$ cat config.mk
export PLATFORM = sky130hd
export DESIGN_NAME = gtz_seru
export DESIGN_NICKNAME = d
export VERILOG_FILES = /design/src/design/gtz_pkg.sv /design/src/design/gtz_seru.sv
export SDC_FILE = /design/constraint.sdc
export NUM_CORES = 1
export LEC_CHECK = 0
export ABC_AREA = 1
export BUFFER_PORTS_ARGS = -buffer_cell sky130_fd_sc_hd__buf_2
export CORE_UTILIZATION = 51
export DETAILED_ROUTE_END_ITERATION = 12
export MAX_ROUTING_LAYER = met4
export PLACE_DENSITY = 0.71
export SYNTH_ARGS = -nofsm -noshare
export SYNTH_HDL_FRONTEND = slang
export SYNTH_SLANG_ARGS = --single-unit
$ cat constraint.sdc
create_clock -name clk_i -period 9.9 [get_ports clk_i]
set_input_delay 1.98 -clock clk_i [delete_from_list [all_inputs] [get_ports clk_i]]
set_output_delay 1.98 -clock clk_i [all_outputs]
set_load 0.01 [all_outputs]
$ cat src/design/gtz_pkg.sv
`timescale 1ns / 1ps

package gtz_pkg;

  // Field and register widths.
  localparam int SMP_W      = 16;
  localparam int COEF_W     = 19;
  localparam int TRIG_W     = 18;
  localparam int WLEN_W     = 11;
  localparam int MAG_W      = 24;
  localparam int CFG_IDX_W  = 2;
  localparam int CFG_DATA_W = 19;

  // Datapath widths.
  localparam int DLY_W  = 40;   // delay registers, 8 fractional bits
  localparam int HALF_W = 20;   // delay registers enter the multiplier in two halves
  localparam int MOP_W  = 26;   // multiplier operand
  localparam int PROD_W = 52;   // multiplier product
  localparam int ACC_W  = 62;   // accumulator
  localparam int SUM_W  = 48;   // recurrence sum before saturation
  localparam int COMP_W = 25;   // scaled real or imaginary part, up to 2^24
  localparam int DIVD_W = 43;   // dividend of the scaling division
  localparam int RAD_W  = 50;   // radicand of the root
  localparam int REM_W  = 28;   // partial remainder of the serial unit

  localparam int SERU_STEPS = 25;
  localparam int STEP_W     = 5;

  localparam logic [DLY_W-1:0]  DLY_MAX    = 40'h7F_FFFF_FFFF;
  localparam logic [DLY_W-1:0]  DLY_MIN    = 40'h80_0000_0000;
  localparam logic [ACC_W-1:0]  ROUND_HALF = 62'd32768;
  localparam logic [COMP_W-1:0] COMP_CLAMP = 25'h100_0000;
  localparam logic [MAG_W-1:0]  MAG_MAX    = 24'hFF_FFFF;

  // Register indexes and reset values.
  localparam logic [CFG_IDX_W-1:0] CFG_WLEN = 2'd0;
  localparam logic [CFG_IDX_W-1:0] CFG_COEF = 2'd1;
  localparam logic [CFG_IDX_W-1:0] CFG_COS  = 2'd2;
  localparam logic [CFG_IDX_W-1:0] CFG_SIN  = 2'd3;

  localparam logic [WLEN_W-1:0] WLEN_RST = 11'd205;
  localparam logic [COEF_W-1:0] COEF_RST = '0;
  localparam logic [TRIG_W-1:0] COS_RST  = 18'h1_0000;
  localparam logic [TRIG_W-1:0] SIN_RST  = '0;

  typedef enum logic [4:0] {
    ST_IDLE,
    ST_RHI,
    ST_RADD,
    ST_RUPD,
    ST_CLO,
    ST_CHI,
    ST_CADD,
    ST_DIVA,
    ST_SHI,
    ST_SADD,
    ST_WAITA,
    ST_WAITB,
    ST_SQA,
    ST_SQB,
    ST_SQADD,
    ST_ROOT,
    ST_WAITR
  } gtz_state_e;

  typedef enum logic [3:0] {
    MAC_HOLD,
    MAC_START,
    MAC_RHI,
    MAC_RADD,
    MAC_RUPD,
    MAC_CLO,
    MAC_CHI,
    MAC_CADD,
    MAC_SLO,
    MAC_SHI,
    MAC_SADD,
    MAC_SQA,
    MAC_SQB,
    MAC_SQADD,
    MAC_CLEAR
  } mac_op_e;

  typedef enum logic {
    SERU_DIV,
    SERU_ROOT
  } seru_mode_e;

  typedef struct packed {
    logic       start;
    seru_mode_e mode;
  } seru_cmd_t;

endpackage

$ cat src/design/gtz_seru.sv
`timescale 1ns / 1ps

module gtz_seru import gtz_pkg::*; #(
  parameter int DVW = 11
) (
  input  logic              clk_i,
  input  logic              rst_ni,
  input  seru_cmd_t         cmd_i,
  input  logic [DIVD_W-1:0] dividend_i,
  input  logic [DVW-1:0]    divisor_i,
  input  logic [RAD_W-1:0]  radicand_i,
  output logic              busy_o,
  output logic [COMP_W-1:0] result_o
);

  logic              busy_q;
  logic [STEP_W-1:0] step_q;
  seru_mode_e        mode_q;
  logic [RAD_W-1:0]  src_q;
  logic [REM_W-1:0]  rem_q;
  logic [COMP_W-1:0] res_q;
  logic [DVW-1:0]    dvs_q;
  logic              ovf_q;

  logic [REM_W-1:0]  rem_sh, trial, diff;
  logic              ge;
  logic [RAD_W-1:0]  src_nx;
  logic              ovf_in;
  logic [COMP_W:0]   rnd;

  // A quotient of 2^25 or more is clamped anyway, so the loop starts from a zero remainder and its result is ignored.
  assign ovf_in = 32'(dividend_i[DIVD_W-1:COMP_W]) >= 32'(divisor_i);

  always_comb begin
    if (mode_q == SERU_DIV) begin
      rem_sh = {rem_q[REM_W-2:0], src_q[RAD_W-1]};
      trial  = REM_W'(dvs_q);
      src_nx = {src_q[RAD_W-2:0], 1'b0};
    end else begin
      rem_sh = {rem_q[REM_W-3:0], src_q[RAD_W-1:RAD_W-2]};
      trial  = {1'b0, res_q, 2'b01};
      src_nx = {src_q[RAD_W-3:0], 2'b00};
    end
    ge   = rem_sh >= trial;
    diff = rem_sh - trial;
  end

  always_ff @(posedge clk_i or negedge rst_ni) begin
    if (!rst_ni) begin
      busy_q <= 1'b0;
      step_q <= '0;
      mode_q <= SERU_DIV;
    end else if (cmd_i.start) begin
      busy_q <= 1'b1;
      step_q <= '0;
      mode_q <= cmd_i.mode;
    end else if (busy_q) begin
      step_q <= step_q + STEP_W'(1);
      if (step_q == STEP_W'(SERU_STEPS - 1)) begin
        busy_q <= 1'b0;
      end
    end
  end

  always_ff @(posedge clk_i) begin
    if (cmd_i.start) begin
      res_q <= '0;
      dvs_q <= divisor_i;
      if (cmd_i.mode == SERU_DIV) begin
        src_q <= {dividend_i[COMP_W-1:0], {(RAD_W-COMP_W){1'b0}}};
        rem_q <= ovf_in ? '0 : REM_W'(dividend_i[DIVD_W-1:COMP_W]);
        ovf_q <= ovf_in;
      end else begin
        src_q <= radicand_i;
        rem_q <= '0;
        ovf_q <= 1'b0;
      end
    end else if (busy_q) begin
      src_q <= src_nx;
      rem_q <= ge ? diff : rem_sh;
      res_q <= {res_q[COMP_W-2:0], ge};
    end
  end

  // After the root loop the remainder is v - r*r, so r*r + r < v means rem > r.
  assign rnd = {1'b0, res_q} + (COMP_W+1)'(rem_q > REM_W'(res_q));

  always_comb begin
    if (mode_q == SERU_DIV) begin
      result_o = (ovf_q || (res_q > COMP_CLAMP)) ? COMP_CLAMP : res_q;
    end else if (rnd > (COMP_W+1)'(MAG_MAX)) begin
      result_o = COMP_W'(MAG_MAX);
    end else begin
      result_o = rnd[COMP_W-1:0];
    end
  end

  assign busy_o = busy_q;

endmodule
==> Word level (Yosys, flattened, before mapping) <==
Index checks and enable logic that the tools add are counted.
{ "totals": {"reg_bits": 122, "elab_cells": 38, "input_bits": 108} }
{ "op_classes": {"order_cmp": 5, "addsub": 3, "n_mux": 19, "eq_ne": 1, "reduce_logical": 2} }
{ "ops": {"columns": ["operator", "count"], "rows": [
  ["$mux W50", 4],
  ["$mux W28", 4],
  ["$mux W25", 3],
  ["$mux W18", 2],
  ["$ge A28 B28 Y1", 1],
  ["$gt A28 B25 Y1", 1],
  ["$sub A28 B28 Y28", 1],
  ["$mux W27", 1],
  ["$add A25 B1 Y26", 1],
  ["$gt A26 B24 Y1 const B", 1],
  ["$gt A25 B25 Y1 const B", 1],
  ["$ge A18 B11 Y1", 1],
  ["$mux W5", 2],
  ["$add A5 B1 Y5 const B", 1],
  ["$eq A5 B5 Y1 const B", 1],
  ["$mux W1", 3],
  ["$reduce_bool A2 Y1", 1],
  ["$logic_or A1 B1 Y1", 1]
]} }

==> Depth between registers and ports, before layout <==
Gate-level depths: netlist of the first run.
{ "depth": {"depth_word": 5, "depth_mapped": 21} }

==> Least setup slack after synthesis of the first run <==
OpenSTA, ideal clock, no wires.
{ "synth_path": {"kind": "input-to-reg", "from": "input cmd_i[1] (netlist name)", "to": "register rem_q[0], enable pin", "setup_time_ps": 473, "slack_ps": 4671, "t_arrival_ps": 4756, "cell_stages": 4, "path_cell_list": "clkbuf_1 nor2_1 clkinv_1 buf_1"} }
{ "synth_via": {"elab_chain_len": 1} }
{ "synth_rtl": {"columns": ["element", "line_no", "text"], "rows": [
  ["start: declaration", "gtz_seru.sv:8", "input seru_cmd_t cmd_i,"],
  ["$reduce_bool A2 Y1 (no source line)", null, null],
  ["end signal: assignment", "gtz_seru.sv:71", "rem_q <= ovf_in ? '0 : REM_W'(dividend_i[DIVD_W-1:COMP_W]);"],
  ["end signal: assignment", "gtz_seru.sv:80", "rem_q <= ge ? diff : rem_sh;"],
  ["end: declaration", "gtz_seru.sv:20", "logic [REM_W-1:0] rem_q;"]
]} }
No other way between the ends.
A chain may end at the register's enable or synchronous reset.

==> Worst setup path in the final report of the first run <==
{ "layout_path": {"from": "register res_q[20]", "to": "output result_o[1]"} }
{ "layout_via": {"elab_chain_len": 5, "elab_cells_between_ends": 8, "cone_classes": "1 x add/sub; 3 x order compare; 3 x mux; 1 x reduce/logical"} }
{ "layout_rtl": {"columns": ["element", "line_no", "text"], "rows": [
  ["start: declaration", "gtz_seru.sv:21", "logic [COMP_W-1:0] res_q;"],
  ["start signal: assignment", "gtz_seru.sv:81", "res_q <= {res_q[COMP_W-2:0], ge};"],
  ["$gt A28 B25 Y1", "gtz_seru.sv:86", "assign rnd = {1'b0, res_q} + (COMP_W+1)'(rem_q > REM_W'(res_q));"],
  ["$add A25 B1 Y26", "gtz_seru.sv:86", null],
  ["$gt A26 B24 Y1", "gtz_seru.sv:91", "end else if (rnd > (COMP_W+1)'(MAG_MAX)) begin"],
  ["$mux W25", "gtz_seru.sv:91", null],
  ["$mux W25 (*)", "gtz_seru.sv:89", "if (mode_q == SERU_DIV) begin"],
  ["end: declaration", "gtz_seru.sv:13", "output logic [COMP_W-1:0] result_o"]
]} }
Mark *: on every way between the ends. The rest lies on a longest branch, timed or not.

==> results of run 1 <==
[kinds of logic after synthesis]
| logic type | Yosys count | share of synthesized area, % |
|---|---|---|
| adders and majority gates | 68 | 8.35 |
| DFF | 122 | 32.9 |
| buffers and inverters | 265 | 10.1 |
| and+or+nand+nor | 845 | 35.5 |
| AOI/OAI and AO/OA | 197 | 11.3 |
| xor gates and xnor gates | 22 | 1.87 |
[worst paths after layout]
| path | end | slack (ns) | cells after the start |
|---|---|---|---|
| max reg2reg | rem_q[18] | 5.13 | 14 |
| max in group asynchronous | mode_q | 8.34 | 1 |
| max | result_o[1] | 3.56 | 18 |
| min | step_q[4] | 0.49 | 1 |
| min reg2reg | step_q[4] | 0.49 | 1 |
| min in group asynchronous | mode_q | 1.38 | 1 |
[Yosys cell counts, types with 4 or more instances]
library cell / n
xnor2_1: 12
xor2_1: 10
inv_1: 189
dfrtp_1: 7
inv_2: 10
o21ai_0: 52
ha_1: 67
dfxtp_1: 25
nand2_1: 432
a21oi_1: 57
and2_1: 4
edfxtp_1: 90
a22oi_1: 48
nand4_1: 47
clkbuf_1: 40
buf_2: 9
nor3_1: 21
or2_2: 20
o21ai_1: 7
nor2_1: 145
nand3_1: 159
buf_4: 5
nor2_2: 5
buf_1: 8
o22ai_1: 25
[sequential cells by signal, summed over array words and instances, names as in the netlist]
| register | count |
|---|---|
| rem_q | 28 |
| dvs_q | 11 |
| ovf_q | 1 |
| src_q | 50 |
| res_q | 25 |
| busy_o | 1 |
| mode_q | 1 |
| step_q | 5 |
[cell type report]
class | instances | area share [%]
flip-flops and latches | 122 | 29.1
clock buffers | 19 | 3.82
multi-input cells | 1132 | 50.7
clock inverters | 13 | 0.841
repair buffers | 139 | 6.15
well taps | 265 | 2.86
inverters | 201 | 6.52
[power breakdown]
group,switching (mW),internal (mW),leakage [nW]
Combinational,0.816,0.451,4.19
Sequential,0.0694,0.657,1.30
Clock,0.245,0.328,0.267
[layer usage]
metal | vias up | global-route usage [%] | routed length (um)
li1 | 5252 | - | -
met1 | 4780 | 40.2 | 13400
met2 | 384 | 48.3 | 14100
met3 | 37 | 4.77 | 1980
met4 | 0 | 8.85 | 691
met5 | - | - | 0
[worst max-delay path, stage by stage, from the launching register on]
cell	delay, ns
dfxtp_1	0.52
inv_1	0.15
ha_1	0.30
nand2_1	0.04
nor4_1	0.53
nand3_1	0.18
a21oi_1	0.25
ha_1	0.25
ha_1	0.24
nand3_1	0.16
inv_1	0.11
nand2_1	0.09
inv_1	0.09
nand2_1	0.05
nand2_1	0.07
nand3_2	0.38
o21ai_0	0.32
inv_1	0.06
buf_2	0.14
==> impl_metrics.csv, run 1 <==
group,metric,value,unit
timing,fin_crit,6.34,ns
worst_hold_path,min-delay-start,"step_q[4]",
timing,finalSetupViolCount,0,
cts,htree_levels,4,
synth,synth_edf_count,90,
setup_path,cp-end-kind,"output port",
timing,post-route-period-util,64.0,%
setup_path,critPathLaunchType,"register",
place,place_ws,4.08,ns
finish,utilization,59.2,%
synth,synth_cells,1519,
die,start_util,52.5,%
flow_run,max_cap_violations,0,
cts,cts-root-buf,"clkbuf_16",
finish,multiInputGateArea,5880,sq um
finish,fill_cells,1925,
synth,syn_area,10300,sq um
cts,cts_tree,"built",
timing,rsz0062_at_grt,"no",
cts,cts_hold_buf,0,
cts,clkLatencyLatePin,0.43,ns
cts,cts.path.max_buffers,2,
detailed_routing,drcViolationCount,0,
place,io_buffers,133,
synth,synthArstFlopShare,5.74,%
finish,layout-drive-gt1-share,13.4,%
global_routing,grt_pass1_wl,47.3,mm
cts,cts.sink_count,122,
timing,finalHoldViolCount,0,
timing,finClkSkew,0.0130,ns
cts,cts_inserted_buffers,17,
pwr,p_leak,5.76,nW
detailed_routing,vias_per_cell,5.53,
pwr,ir_drop,110,uV
detailed_routing,antenna_left,0,
global_routing,overflow,0,
outcome,status,"finished, final reports clean",
die,dieArea,20700,sq um
detailed_routing,firstDrtPassIters,5,
die,die_y,144,um
synth,syn_nets,1695,
detailed_routing,vias,10500,
timing,slew_headroom,29.4,%
finish,final_common_cell,"nand2_1",
pwr,p_total,2.57,mW
finish,final_area,11600,sq um
global_routing,grtUsageTotal,30.5,%
place,gp_congestion,1.02,
setup_path,criticalPathCategory,"reg2out",
global_routing,grt_pass1_vias,9454,
detailed_routing,drtIter0Drc,875,
setup_path,critPathLaunch,"res_q[20]",
die,ios,134,
die,core,19600,sq um
synth,synth_warnings,0,
global_routing,antenna_found_initial,0,
setup_path,crit_required,7.92,ns
global_routing,grt_max_degree,97,
timing,timing.hold.ws,0.485,ns
die,dieWidth,144,um
synth,synth_seq_cells,122,
timing,tns,0,ns
timing,slew_viol_final,0,
synth,yosysTopAreaCell,"edfxtp_1",
synth,syn_area_per_cell,6.77,sq um
synth,synth.distinct_cells,42,
timing,worst_pin_slew,1.06,ns
finish,area_growth,12.8,%
finish,register_area,3380,sq um
setup_path,worstPathMaxFanout,24,
pwr,p_per_area,221,nW/um^2
finish,diodes,0,
die,num_rows,51,
place,dp_hpwl,22.8,mm
finish,final_cell_mix,"nand2_1 (432), inv_1 (189), nand3_1 (159)",
synth,synth_ff_type,"edfxtp_1",
finish,num-nets-final,1789,
detailed_routing,wl_per_cell,15.9,um
worst_hold_path,hp-class,"reg2reg",
place,dp_cells,1859,
synth,synth.top_cells.by_area,"edfxtp_1 (26%), nand2_1 (16%), ha_1 (8.2%)",
finish,stdcell_count,1891,
detailed_routing,wl,30.1,mm
synth,synth_top_area_share,26.3,%
cts,cts_setup_buffers,0,
cts,path_clk_slew,0.06,ns
cts,ctsResizeCount,0,
place,placed_area,11100,sq um
synth,ys_seq_area_share,32.9,%
setup_path,crit_arrival,4.36,ns
timing,finalWorstSetupSlack,3.56,ns
setup_path,rr_startpoint,"mode_q",
timing,max_freq,0.158,GHz
(Power assumes the default switching activity.)
==> run 2: changes to the inputs <==
--- a/config.mk
+++ b/config.mk
@@ -10,7 +10,7 @@
 export CORE_UTILIZATION = 51
 export DETAILED_ROUTE_END_ITERATION = 12
 export MAX_ROUTING_LAYER = met4
-export PLACE_DENSITY = 0.71
+export PLACE_DENSITY = 0.74
 export SYNTH_ARGS = -nofsm -noshare
 export SYNTH_HDL_FRONTEND = slang
 export SYNTH_SLANG_ARGS = --single-unit
==> constraint.sdc (replaced) <==
create_clock -name clk_i -period 5.6 [get_ports clk_i]
set_input_delay 1.12 -clock clk_i [delete_from_list [all_inputs] [get_ports clk_i]]
set_output_delay 1.12 -clock clk_i [all_outputs]
set_load 0.01 [all_outputs]
==> impl_metrics.csv, run 2 (same netlist as run 1, synthesis figures left out) <==
group,metric,value,unit
detailed_routing,antenna_left,0,
cts,cts.path.max_buffers,2,
finish,final_area,11700,sq um
cts,clkLatencyLatePin,0.43,ns
place,placed_area,11100,sq um
finish,layout-drive-gt1-share,13.7,%
die,core,19600,sq um
setup_path,reg2regPathDepth,15,
finish,top_register,"src_q",
timing,finalWorstSetupSlack,0.464,ns
setup_path,crit_family,"simple AND/OR/NAND/NOR gates",
worst_hold_path,hold-path-cell-count,1,
cts,cts_inserted_buffers,17,
detailed_routing,drcViolationCount,0,
detailed_routing,firstDrtPassIters,5,
timing,worst_pin_slew,1.04,ns
place,place_ws,0.675,ns
setup_path,cp_slowest_cell,"nor4_2",
pwr,ir_drop,256,uV
setup_path,cp-end-kind,"output port",
global_routing,grt_pass1_vias,9608,
setup_path,critPathLaunchType,"register",
die,die_y,144,um
timing,fin_crit,5.14,ns
timing,rsz0062_at_grt,"no",
global_routing,grtUsageTotal,30.6,%
timing,finalSetupViolCount,0,
pwr,p_leak,5.79,nW
cts,path_clk_slew,0.06,ns
finish,utilization,59.7,%
timing,post-route-period-util,91.7,%
finish,area_growth,13.8,%
cts,cts-root-buf,"clkbuf_16",
finish,largest_reg_flops,50,
finish,largestRegisters,"src_q x50, rem_q x28, res_q x25",
global_routing,grt_pass1_wl,47.6,mm
finish,final_common_cell,"nand2_1",
setup_path,criticalPathCategory,"reg2out",
global_routing,antenna_found_initial,0,
finish,num-nets-final,1795,
place,dp_hpwl,23.0,mm
setup_path,crit_arrival,4.02,ns
setup_path,path_cells,"inv_1 > ha_1 > nand2_1 > nor4_2 > a21oi_1 > a21oi_1 > ha_1 > ha_1 > nand3_1 > inv_1 > nand2_1 > inv_1 > nand2_1 > nand2_1 > nand3_4 > o21ai_0 > inv_1 > buf_2",
global_routing,overflow,0,
timing,slew_headroom,30.4,%
place,gp_congestion,1.04,
global_routing,grt_max_degree,76,
cts,cts_hold_buf,0,
pwr,p_per_area,394,nW/um^2
flow_run,max_cap_violations,0,
cts,htree_levels,4,
timing,tns,0,ns
place,io_buffers,133,
detailed_routing,vias,10600,
cts,cts.sink_count,122,
setup_path,crit_cells,18,
cts,cts_tree,"built",
finish,fill_cells,1914,
detailed_routing,wl_per_cell,15.8,um
die,num_rows,51,
die,dieWidth,144,um
die,ios,134,
timing,finClkSkew,0.00980,ns
setup_path,path_buf_inv,5,
timing,finalHoldViolCount,0,
detailed_routing,vias_per_cell,5.61,
detailed_routing,wl,30.0,mm
timing,slew_viol_final,0,
setup_path,max_stage_delay,0.45,ns
die,start_util,52.5,%
finish,final_cell_mix,"nand2_1 (432), inv_1 (189), nand3_1 (159)",
outcome,status,"finished, final reports clean",
setup_path,crit_required,4.48,ns
setup_path,worstPathMaxFanout,24,
die,dieArea,20700,sq um
timing,max_freq,0.195,GHz
worst_hold_path,hp-class,"reg2reg",
finish,diodes,0,
detailed_routing,drtIter0Drc,881,
cts,cts_setup_buffers,0,
==> run 2: layout make-up <==
cell class,count,area (sq um),share of cell area [%]
repair buffers,145,758,6.48
clock inverters,14,149,1.27
flip-flops and latches,122,3380,28.9
clock buffers,18,429,3.67
well taps,265,332,2.84
inverters,201,756,6.46
multi-input cells,1132,5890,50.4
==> run 2: per-layer routing <==
metal	share of wire [%]	routed length [um]	vias to the layer above	GRT usage (%)
li1	-	-	5264	-
met1	45	13400	4854	40.0
met2	45	13500	446	47.0
met3	6.6	1990	78	4.64
met4	3.5	1050	0	13.2
met5	0	0	-	-
==> run 2: path summary, 6_finish.rpt <==
| path | slack, ns | to | start |
|---|---|---|---|
| max | 0.46 | result_o[2] | res_q[23] |
| min | 0.48 | step_q[4] | step_q[4] |
| max reg2reg | 1.68 | rem_q[24] | mode_q |
| min reg2reg | 0.48 | step_q[4] | step_q[4] |
| max in group asynchronous | 4.91 | mode_q | rst_ni |
| min in group asynchronous | 0.52 | mode_q | rst_ni |
==> run 2: report_power, final <==
part | total, mW | internal (mW) | leakage [nW] | switching [mW]
logic | 2.25 | 0.807 | 4.22 | 1.44
clock network | 1.08 | 0.656 | 0.276 | 0.429
registers | 1.28 | 1.16 | 1.30 | 0.117
==> run 2: worst register-to-register path: stages (launching register included) <==
cell and delay, ns:
dfrtp_2 0.41, buf_4 0.50, buf_4 0.52, nand2_1 0.21
ha_1 0.42, nand2_1 0.12, inv_1 0.08, nand4_1 0.16
nor2_1 0.15, nand2_1 0.06, buf_4 0.21, nand3_2 0.10
buf_4 0.33, inv_2 0.15, nor2_1 0.18, nor2_1 0.06
==> run 2: metrics by stage <==
stage	power [mW]	hold slack, ns	std cells
2_1_floorplan	2.94	0.434	1519
3_3_place_gp	3.47	0.453	1865
3_5_place_dp	3.50	0.470	1865
4_1_cts	4.59	0.478	1897
5_1_grt	4.99	0.510	1897
6_report	4.61	0.481	1897
==> run 2: timing repair <==
action,4_1_cts,5_1_grt
endpoints found under the hold margin,0,0
gates resized for setup,0,2
endpoints found under the setup margin,0,24
